`src/hdl/hsvtm_pkg.sv`:
```
// Shared types and constants for the HSV threshold mask pipeline.
// Used by hsvtm_div and hsv_threshold_mask; depends on nothing else.
package hsvtm_pkg;

  // Divider widths: dividends reach 2*255*255+255, divisors 2*255, quotients 255.
  localparam int NUM_W = 17;
  localparam int DEN_W = 9;
  localparam int QUO_W = 8;

  localparam logic [7:0] HUE_TOP = 8'd179;

  // APB address width: six registers at 4-byte spacing
  localparam int ADDR_W = 5;

  // Register indexes
  localparam logic [2:0] REG_HUE_LOW  = 3'd0;
  localparam logic [2:0] REG_HUE_HIGH = 3'd1;
  localparam logic [2:0] REG_SAT_LOW  = 3'd2;
  localparam logic [2:0] REG_SAT_HIGH = 3'd3;
  localparam logic [2:0] REG_VAL_LOW  = 3'd4;
  localparam logic [2:0] REG_VAL_HIGH = 3'd5;

  // Register reset values
  localparam logic [7:0] RST_HUE_LOW  = 8'd0;
  localparam logic [7:0] RST_HUE_HIGH = 8'd179;
  localparam logic [7:0] RST_SAT_LOW  = 8'd0;
  localparam logic [7:0] RST_SAT_HIGH = 8'd255;
  localparam logic [7:0] RST_VAL_LOW  = 8'd0;
  localparam logic [7:0] RST_VAL_HIGH = 8'd255;

  // Which channel holds the maximum
  localparam logic [1:0] SEC_RED   = 2'd0;
  localparam logic [1:0] SEC_GREEN = 2'd1;
  localparam logic [1:0] SEC_BLUE  = 2'd2;

  // Per-pixel data that rides along the divider
  typedef struct packed {
    logic [7:0] brightness;
    logic       zero;
    logic       frame_end;
  } side_t;

endpackage

```
`src/hdl/hsvtm_div.sv`:
```
// Dual-lane pipelined restoring divider, one quotient bit per stage.
// Depends on hsvtm_pkg for widths and the side-band struct.
module hsvtm_div (
  input  logic                          clk,
  input  logic                          rst,
  input  logic                          in_valid,
  output logic                          in_ready,
  input  logic [hsvtm_pkg::NUM_W-1:0]   num_a,
  input  logic [hsvtm_pkg::DEN_W-1:0]   den_a,
  input  logic [hsvtm_pkg::NUM_W-1:0]   num_b,
  input  logic [hsvtm_pkg::DEN_W-1:0]   den_b,
  input  hsvtm_pkg::side_t              side_in,
  output logic                          out_valid,
  input  logic                          out_ready,
  output logic [hsvtm_pkg::QUO_W-1:0]   quo_a,
  output logic [hsvtm_pkg::QUO_W-1:0]   quo_b,
  output hsvtm_pkg::side_t              side_out
);

  localparam int NW = hsvtm_pkg::NUM_W;
  localparam int DW = hsvtm_pkg::DEN_W;
  localparam int QW = hsvtm_pkg::QUO_W;

  logic [QW-1:0] vld;
  logic [QW:0]   rdy;

  logic [NW-1:0]    rem_a [QW];
  logic [NW-1:0]    rem_b [QW];
  logic [DW-1:0]    dv_a  [QW];
  logic [DW-1:0]    dv_b  [QW];
  logic [QW-1:0]    q_a   [QW];
  logic [QW-1:0]    q_b   [QW];
  hsvtm_pkg::side_t sd    [QW];

  logic [NW-1:0]    src_rem_a [QW];
  logic [NW-1:0]    src_rem_b [QW];
  logic [DW-1:0]    src_dv_a  [QW];
  logic [DW-1:0]    src_dv_b  [QW];
  logic [QW-1:0]    src_q_a   [QW];
  logic [QW-1:0]    src_q_b   [QW];
  hsvtm_pkg::side_t src_sd    [QW];

  logic [NW-1:0]    nxt_rem_a [QW];
  logic [NW-1:0]    nxt_rem_b [QW];
  logic [QW-1:0]    nxt_q_a   [QW];
  logic [QW-1:0]    nxt_q_b   [QW];

  // One compare-subtract against the divisor shifted to bit k
  function automatic logic [NW:0] div_step(input logic [NW-1:0] rem,
                                            input logic [DW-1:0] den,
                                            input int k);
    logic [NW-1:0] shifted;
    shifted = NW'(den) << k;
    if (rem >= shifted) begin
      div_step = {1'b1, rem - shifted};
    end else begin
      div_step = {1'b0, rem};
    end
  endfunction

  // Stage i may load when it is empty or its content moves on
  always_comb begin
    rdy[QW] = out_ready;
    for (int i = QW - 1; i >= 0; i--) begin
      rdy[i] = !vld[i] || rdy[i+1];
    end
  end

  assign in_ready = rdy[0];

  always_comb begin
    logic [NW:0] ra;
    logic [NW:0] rb;
    src_rem_a[0] = num_a;
    src_rem_b[0] = num_b;
    src_dv_a[0]  = den_a;
    src_dv_b[0]  = den_b;
    src_q_a[0]   = '0;
    src_q_b[0]   = '0;
    src_sd[0]    = side_in;
    for (int i = 1; i < QW; i++) begin
      src_rem_a[i] = rem_a[i-1];
      src_rem_b[i] = rem_b[i-1];
      src_dv_a[i]  = dv_a[i-1];
      src_dv_b[i]  = dv_b[i-1];
      src_q_a[i]   = q_a[i-1];
      src_q_b[i]   = q_b[i-1];
      src_sd[i]    = sd[i-1];
    end
    for (int i = 0; i < QW; i++) begin
      ra = div_step(src_rem_a[i], src_dv_a[i], QW - 1 - i);
      rb = div_step(src_rem_b[i], src_dv_b[i], QW - 1 - i);
      nxt_rem_a[i] = ra[NW-1:0];
      nxt_rem_b[i] = rb[NW-1:0];
      nxt_q_a[i] = src_q_a[i];
      nxt_q_b[i] = src_q_b[i];
      nxt_q_a[i][QW-1-i] = ra[NW];
      nxt_q_b[i][QW-1-i] = rb[NW];
    end
  end

  always_ff @(posedge clk) begin
    if (rst) begin
      vld <= '0;
    end else begin
      if (rdy[0]) begin
        vld[0] <= in_valid;
      end
      for (int i = 1; i < QW; i++) begin
        if (rdy[i]) begin
          vld[i] <= vld[i-1];
        end
      end
    end
  end

  always_ff @(posedge clk) begin
    for (int i = 0; i < QW; i++) begin
      if (rdy[i]) begin
        rem_a[i] <= nxt_rem_a[i];
        rem_b[i] <= nxt_rem_b[i];
        dv_a[i]  <= src_dv_a[i];
        dv_b[i]  <= src_dv_b[i];
        q_a[i]   <= nxt_q_a[i];
        q_b[i]   <= nxt_q_b[i];
        sd[i]    <= src_sd[i];
      end
    end
  end

  assign out_valid = vld[QW-1];
  assign quo_a     = q_a[QW-1];
  assign quo_b     = q_b[QW-1];
  assign side_out  = sd[QW-1];

endmodule

```
`src/hdl/hsv_threshold_mask.sv`:
```
// BGR to HSV conversion with an HSV range mask, one pixel per cycle unless the output stalls.
// Registered stages from input request to output: range/sector, dividend,
// 8 divider stages, clamp and compare. Throughput: one pixel per cycle while m_tready is high.
// Rate is set by the 8-stage divider, one quotient bit per stage per lane.
// Reset (rst, synchronous): clears all valid bits, loads default bounds.
// Depends on hsvtm_pkg and hsvtm_div.
module hsv_threshold_mask (
  input  logic                         clk,
  input  logic                         rst,
  // s_tdata: blue[7:0], green[15:8], red[23:16]
  input  logic                         s_tvalid,
  output logic                         s_tready,
  input  logic [23:0]                  s_tdata,
  input  logic                         s_tlast,
  // m_tdata: hue[7:0], saturation[15:8], brightness[23:16], in_range[24], zero fill
  output logic                         m_tvalid,
  input  logic                         m_tready,
  output logic [31:0]                  m_tdata,
  output logic                         m_tlast,
  input  logic                         psel,
  input  logic                         penable,
  input  logic                         pwrite,
  input  logic [hsvtm_pkg::ADDR_W-1:0] paddr,
  input  logic [31:0]                  pwdata,
  output logic [31:0]                  prdata,
  output logic                         pready
);

  // Configuration registers
  logic [7:0] hue_low, hue_high, sat_low, sat_high, val_low, val_high;
  logic [2:0] reg_idx;

  assign pready  = 1'b1;
  assign reg_idx = paddr[hsvtm_pkg::ADDR_W-1:2];

  always_ff @(posedge clk) begin
    if (rst) begin
      hue_low  <= hsvtm_pkg::RST_HUE_LOW;
      hue_high <= hsvtm_pkg::RST_HUE_HIGH;
      sat_low  <= hsvtm_pkg::RST_SAT_LOW;
      sat_high <= hsvtm_pkg::RST_SAT_HIGH;
      val_low  <= hsvtm_pkg::RST_VAL_LOW;
      val_high <= hsvtm_pkg::RST_VAL_HIGH;
    end else if (psel && penable && pwrite && pready) begin
      case (reg_idx)
        hsvtm_pkg::REG_HUE_LOW:  hue_low  <= pwdata[7:0];
        hsvtm_pkg::REG_HUE_HIGH: hue_high <= pwdata[7:0];
        hsvtm_pkg::REG_SAT_LOW:  sat_low  <= pwdata[7:0];
        hsvtm_pkg::REG_SAT_HIGH: sat_high <= pwdata[7:0];
        hsvtm_pkg::REG_VAL_LOW:  val_low  <= pwdata[7:0];
        hsvtm_pkg::REG_VAL_HIGH: val_high <= pwdata[7:0];
        default: ;
      endcase
    end
  end

  always_comb begin
    case (reg_idx)
      hsvtm_pkg::REG_HUE_LOW:  prdata = {24'd0, hue_low};
      hsvtm_pkg::REG_HUE_HIGH: prdata = {24'd0, hue_high};
      hsvtm_pkg::REG_SAT_LOW:  prdata = {24'd0, sat_low};
      hsvtm_pkg::REG_SAT_HIGH: prdata = {24'd0, sat_high};
      hsvtm_pkg::REG_VAL_LOW:  prdata = {24'd0, val_low};
      hsvtm_pkg::REG_VAL_HIGH: prdata = {24'd0, val_high};
      default:                 prdata = 32'd0;
    endcase
  end

  // Stage 1: max, min and the channel difference for the hue sector
  logic [7:0] blue, green, red;
  logic [7:0] mx_next, mn_next;
  logic [1:0] sec_next;
  logic signed [8:0] diff_next;

  assign blue  = s_tdata[7:0];
  assign green = s_tdata[15:8];
  assign red   = s_tdata[23:16];

  always_comb begin
    if (red >= green && red >= blue) begin
      sec_next  = hsvtm_pkg::SEC_RED;
      mx_next   = red;
      diff_next = signed'({1'b0, green}) - signed'({1'b0, blue});
    end else if (green >= blue) begin
      sec_next  = hsvtm_pkg::SEC_GREEN;
      mx_next   = green;
      diff_next = signed'({1'b0, blue}) - signed'({1'b0, red});
    end else begin
      sec_next  = hsvtm_pkg::SEC_BLUE;
      mx_next   = blue;
      diff_next = signed'({1'b0, red}) - signed'({1'b0, green});
    end
    mn_next = red;
    if (green < mn_next) mn_next = green;
    if (blue < mn_next) mn_next = blue;
  end

  logic              st1_v, st1_ready;
  logic [7:0]        st1_mx, st1_delta;
  logic [1:0]        st1_sec;
  logic signed [8:0] st1_diff;
  logic              st1_fe;

  logic              st2_v, st2_ready;
  logic              div_in_ready;

  assign st1_ready = !st1_v || st2_ready;
  assign s_tready  = st1_ready;

  always_ff @(posedge clk) begin
    if (rst) begin
      st1_v <= 1'b0;
    end else if (st1_ready) begin
      st1_v <= s_tvalid;
    end
  end

  always_ff @(posedge clk) begin
    if (st1_ready) begin
      st1_mx    <= mx_next;
      st1_delta <= mx_next - mn_next;
      st1_sec   <= sec_next;
      st1_diff  <= diff_next;
      st1_fe    <= s_tlast;
    end
  end

  // Stage 2: hue numerator base*delta + 30*diff, then rounding dividends
  logic [7:0]         hue_base;
  logic [15:0]        base_prod;
  logic signed [13:0] diff30;
  logic signed [18:0] hue_num;
  logic signed [18:0] hue_dvd;
  logic [16:0]        sat_dvd;

  always_comb begin
    case (st1_sec)
      hsvtm_pkg::SEC_RED:   hue_base = st1_diff[8] ? 8'd180 : 8'd0;
      hsvtm_pkg::SEC_GREEN: hue_base = 8'd60;
      hsvtm_pkg::SEC_BLUE:  hue_base = 8'd120;
      default:              hue_base = 8'd0;
    endcase
    base_prod = 16'(hue_base) * 16'(st1_delta);
    diff30    = 14'(st1_diff) * 14'sd30;
    hue_num   = signed'(19'(base_prod)) + 19'(diff30);
    hue_dvd   = (hue_num <<< 1) + signed'(19'(st1_delta));
    sat_dvd   = 17'(st1_delta) * 17'd510 + 17'(st1_mx);
  end

  logic [hsvtm_pkg::NUM_W-1:0] st2_num_h, st2_num_s;
  logic [hsvtm_pkg::DEN_W-1:0] st2_den_h, st2_den_s;
  hsvtm_pkg::side_t            st2_side;

  assign st2_ready = !st2_v || div_in_ready;

  always_ff @(posedge clk) begin
    if (rst) begin
      st2_v <= 1'b0;
    end else if (st2_ready) begin
      st2_v <= st1_v;
    end
  end

  always_ff @(posedge clk) begin
    if (st2_ready) begin
      st2_num_h <= hue_dvd[hsvtm_pkg::NUM_W-1:0];
      st2_num_s <= sat_dvd;
      st2_den_h <= {st1_delta, 1'b0};
      st2_den_s <= {st1_mx, 1'b0};
      st2_side.brightness <= st1_mx;
      st2_side.zero       <= (st1_delta == 8'd0);
      st2_side.frame_end  <= st1_fe;
    end
  end

  // Divider: hue on lane a, saturation on lane b
  logic                        div_out_v, div_out_ready;
  logic [hsvtm_pkg::QUO_W-1:0] q_hue, q_sat;
  hsvtm_pkg::side_t            div_side;

  hsvtm_div u_div (
    .clk       (clk),
    .rst       (rst),
    .in_valid  (st2_v),
    .in_ready  (div_in_ready),
    .num_a     (st2_num_h),
    .den_a     (st2_den_h),
    .num_b     (st2_num_s),
    .den_b     (st2_den_s),
    .side_in   (st2_side),
    .out_valid (div_out_v),
    .out_ready (div_out_ready),
    .quo_a     (q_hue),
    .quo_b     (q_sat),
    .side_out  (div_side)
  );

  // Output stage: grey pixels force zero, clamp hue, compare bounds
  logic [7:0] hue_next, sat_next, val_next;
  logic       in_range_next;
  logic       o_v;
  logic [7:0] o_hue, o_sat, o_val;
  logic       o_in_range, o_fe;

  always_comb begin
    if (div_side.zero) begin
      hue_next = 8'd0;
      sat_next = 8'd0;
    end else begin
      hue_next = (q_hue > hsvtm_pkg::HUE_TOP) ? hsvtm_pkg::HUE_TOP : q_hue;
      sat_next = q_sat;
    end
    val_next = div_side.brightness;
    in_range_next = (hue_next >= hue_low) && (hue_next <= hue_high) &&
                    (sat_next >= sat_low) && (sat_next <= sat_high) &&
                    (val_next >= val_low) && (val_next <= val_high);
  end

  assign div_out_ready = !o_v || m_tready;

  always_ff @(posedge clk) begin
    if (rst) begin
      o_v <= 1'b0;
    end else if (div_out_ready) begin
      o_v <= div_out_v;
    end
  end

  always_ff @(posedge clk) begin
    if (div_out_ready) begin
      o_hue      <= hue_next;
      o_sat      <= sat_next;
      o_val      <= val_next;
      o_in_range <= in_range_next;
      o_fe       <= div_side.frame_end;
    end
  end

  assign m_tvalid = o_v;
  assign m_tdata  = {7'd0, o_in_range, o_val, o_sat, o_hue};
  assign m_tlast  = o_fe;

  // Input may stall only when the whole pipe is backed up behind the output
  a_stall_full: assert property (@(posedge clk) disable iff (rst)
    !s_tready |-> (o_v && !m_tready))
    else $error("input stalled while the pipeline has room");

  a_accept_lands: assert property (@(posedge clk) disable iff (rst)
    (s_tvalid && s_tready) |=> st1_v)
    else $error("accepted request did not reach stage 1");

  a_hue_top: assert property (@(posedge clk) disable iff (rst)
    m_tvalid |-> (m_tdata[7:0] <= hsvtm_pkg::HUE_TOP))
    else $error("hue above 179 at output");

endmodule
```
`config.mk`:
```
export PLATFORM = sky130hd
export DESIGN_NAME = hsv_threshold_mask
export DESIGN_NICKNAME = d
export VERILOG_FILES = /design/src/hdl/hsvtm_pkg.sv /design/src/hdl/hsvtm_div.sv /design/src/hdl/hsv_threshold_mask.sv
export SDC_FILE = /design/constraint.sdc
export NUM_CORES = 1
export LEC_CHECK = 0
export BUFFER_PORTS_ARGS = -buffer_cell sky130_fd_sc_hd__buf_2
export CAP_MARGIN = 5
export CORE_ASPECT_RATIO = 1.25
export CORE_UTILIZATION = 68
export DETAILED_ROUTE_END_ITERATION = 8
export PLACE_DENSITY_LB_ADDON = 0.1
export SYNTH_ARGS = -nofsm -noshare
export SYNTH_HDL_FRONTEND = slang
export SYNTH_SLANG_ARGS = --single-unit
export TNS_END_PERCENT = 1
```
`constraint.sdc`:
```
create_clock -name clk -period 15.1 [get_ports clk]
set_input_delay 4.53 -clock clk [delete_from_list [all_inputs] [get_ports clk]]
set_output_delay 4.53 -clock clk [all_outputs]
set_load 0.02 [all_outputs]
```
==> PnR_summary.wiki <==
{| class="wikitable"
! Metric !! Value
|-
| Initial Utilization || 0.6896
|-
| Clock latency reported for the late side of the worst-skew pair || 590 ps
|-
| Vertical die dimension || 255.1 um
|-
| Detailed Route WL || 70.56 mm
|-
| Critical Path Sink Type || primary output
|-
| Startpoint Class || input port
|-
| Register bit count reported by yosys || 587
|-
| Antenna violations before repair || 1
|-
| Number of top-level pins || 137
|-
| Main synth FF type || edfxtp_1
|-
| Number of placed instances, taps included || 3809
|-
| Required time of the critical path || 10570 ps
|-
| Final worst clock skew || 16.12 ps
|-
| Gate count after technology mapping || 3113
|-
| Post-cts sizing count || 0
|-
| Iter 0 DRT Violations || 1094
|-
| Data arrival, critical path || 7220 ps
|-
| Critical path's slowest cell || inv_1
|-
| Number of failing hold endpoints at the final stage || 0
|-
| Min-Delay Path Class || flip-flop to flip-flop
|-
| Post-CTS setup buffer count || 0
|-
| Measured slew at the worst slew-check pin || 1300 ps
|-
| RSZ-0062 raised after global routing || no
|-
| Final max-slew violation count || 0
|-
| Setup violators final || 0
|-
| DIE AREA || 52160 um2
|-
| Max Cap Violations || 0
|-
| Highest clock frequency the design can meet || 0.08508 GHz
|-
| Total global routing overflow || 0
|-
| Yosys synthesis warning count || 0
|-
| Antenna-violating nets left || 0
|-
| Number of port buffers || 78
|-
| Number of buffers added by the clock tree synthesis step || 55
|-
| Post-synth top cells || edfxtp_1 (528), inv_1 (424), ha_1 (324)
|-
| Layout Area Growth over Synthesis || 7.935%
|-
| Share of synthesized area occupied by flip-flops and latches || 0.4889
|-
| Clock root buffer master || clkbuf_16
|-
| Slowest Stage Delay on Critical Path || 830 ps
|-
| Buffer levels on the longest clock path || 3
|-
| Top cells by area, synth || edfxtp_1 (45%), ha_1 (12%), fa_1 (5.6%)
|-
| Met2 wire length || 39.37 mm
|-
| Fraction of post-synthesis cell area in the top cell type by area || 0.4550
|-
| H-Tree Depth || 2
|-
| Count of nets after finishing || 3698
|-
| Number of distinct library cells after synthesis || 82
|-
| Fill count || 3418
|-
| Synth area leader || edfxtp_1
|-
| Clock Sink Count || 587
|-
| Die W || 204.5 um
|-
| Pre-Repair DR Iteration Count || 6
|-
| Met3 WL post-DR || 2.080 mm
|-
| Global routing usage summed across all routing layers || 0.2754
|-
| Pin count of the biggest net entering global routing || 64
|-
| Crit-path leading delay family || buffers and inverters
|-
| Wire length of the first global-routing pass || 112.8 mm
|-
| Core box area || 50530 um2
|-
| Avg Cell Area, Syn || 11.19 um2
|-
| Total via count after detailed routing || 22.67k
|-
| EDFF count, synth || 528
|-
| Top layer reached by signal wires || met4
|-
| Number of DRC violations after detailed routing || 0
|-
| Number of buffers inserted for hold repair after clock tree synthesis || 0
|-
| Site row count || 92
|-
| Half-perimeter wire length of the detailed placement result || 54.91 mm
|-
| CP Class || input port to primary output
|-
| Final RePlAce weighted congestion || 0.9285
|-
| Final core utilization || 0.7443
|-
| Non-filler instance count after layout || 3913
|-
| Clock transition time at the flip-flop clock pins of the worst setup and hold paths || 60 ps
|-
| Drt wl/cell || 18.03 um
|-
| Share of the cycle needed by the critical path after routing || 0.7784
|-
| Proportion of register bits with asynchronous set or reset after synthesis || 0
|-
| CP Buf/Inv Count || 4
|-
| M1 WL || 25.02 mm
|-
| Final total negative setup slack || 0 ps
|-
| Area taken by flip-flops and latches || 17040 um2
|-
| Most frequent cell after synthesis || edfxtp_1
|-
| Detailed-route vias per instance || 5.795
|-
| Post-synthesis instance area || 34850 um2
|-
| Layout cell share with drive strength beyond 1 || 0.06669
|-
| Result of the run || completed
|-
| Slew margin rel. || 0.1315
|-
| Clock tree from TritonCTS || built
|-
| Number of global-route vias before repair || 23.38k
|-
| Combined area of the multi-input logic cells || 15900 um2
|-
| Highest fanout seen on the critical path || 30
|-
| Worst path cell trace || buf_2 > nor2b_1 > and2_1 > inv_1 > nor2_1 > and2_1 > and3_1 > nand4_1 > buf_4 > buf_2
|-
| Min Clock Period, post-route || 11750 ps
|}
-- routing by layer --
layer  track usage  vias to the layer above
met5             0                        -
met1        0.2682                    10900
met2        0.5503                      513
met3       0.03247                      226
li1              -                    11040
met4        0.1574                        0
-- worst reg2reg max path, stage by stage, from the launching register on --
cell	delay [ps]
edfxtp_1	440
ha_1	360
xor2_1	160
ha_1	270
inv_1	50
fa_1	500
inv_1	40
ha_1	320
nor2b_1	140
o21ai_0	150
nand2b_1	120
xnor2_1	190
fa_1	470
fa_1	510
inv_1	40
ha_1	260
inv_1	50
fa_1	520
inv_1	40
ha_1	320
a21oi_1	240
o21ai_1	130
o41ai_1	520
xnor2_1	250
nor3b_1	330
nand3_1	140
xnor2_1	140
-- flip-flops by register name (all words and copies together), names as in the netlist, 17 cells and up --
signal and cells:
u_div.rem_b 113, u_div.sd 73, st2_num_s 17, st2_num_h 17
u_div.q_b 36, u_div.rem_a 119, u_div.q_a 36, u_div.dv_a 42
-- cell families (layout without fill, tap and decap cells) --
logic type,Yosys count,in the layout,share of synthesized area
AO/OA/AOI/OAI,562,562,0.1023
XOR/XNOR,191,191,0.04801
adder cells (fa/ha/maj),421,421,0.1721
buffers and inverters,508,619,0.05867
flip-flops,587,587,0.4889
multiplexers,69,69,0.02079
other,2,33,0.0002155
AND/OR/NAND/NOR,773,773,0.1091
-- per-stage QoR --
| stage | area [um2] | hold slack (ps) | setup WS (ps) |
|---|---|---|---|
| after floorplan | 34960 | 400.3 | 3576 |
| after global placement | 35840 | 401.0 | 3425 |
| after detailed placement | 35840 | 404.5 | 3352 |
| after CTS | 37610 | 412.6 | 3331 |
| after global routing | 37610 | 421.5 | 3124 |
| final | 37610 | 415.0 | 3347 |
-- layout by cell type (no fill, tap or decap), drive strengths merged, types with 54 or more instances in the layout --
cell,count
edfxtp,528
inv,426
ha,324
nor2,262
a21oi,176
nand2,157
o21ai,141
xnor2,126
fa,97
buf,90
clkbuf,76
nor2b,73
a21o,68
xor2,65
dfxtp,59
mux2i,54
-- path summary, 6_finish.rpt --
check	from	cells after the start	end	slack, ps
worst max-delay path	m_tready	10	s_tready	3350
worst min-delay path	u_div.q_b[6][5]	0	u_div.q_b[7][5]	420
worst max register to register	st1_diff[1]	26	st2_num_h[16]	8130
worst min register to register	u_div.q_b[6][5]	0	u_div.q_b[7][5]	420
-- cell type report --
type	count	share of cell area
Sequential cell	587	0.4529
Multi-Input combinational cell	2048	0.4227
Inverter	426	0.04251
Clock buffer	76	0.04035
Tap cell	658	0.02189
Timing Repair Buffer	90	0.01277
Clock inverter	27	0.006753
Antenna cell	1	0.00006653
Power is left out: the tool's default activity adds up to more than one toggle a clock period on the data nets, which glitch-free logic cannot reach.
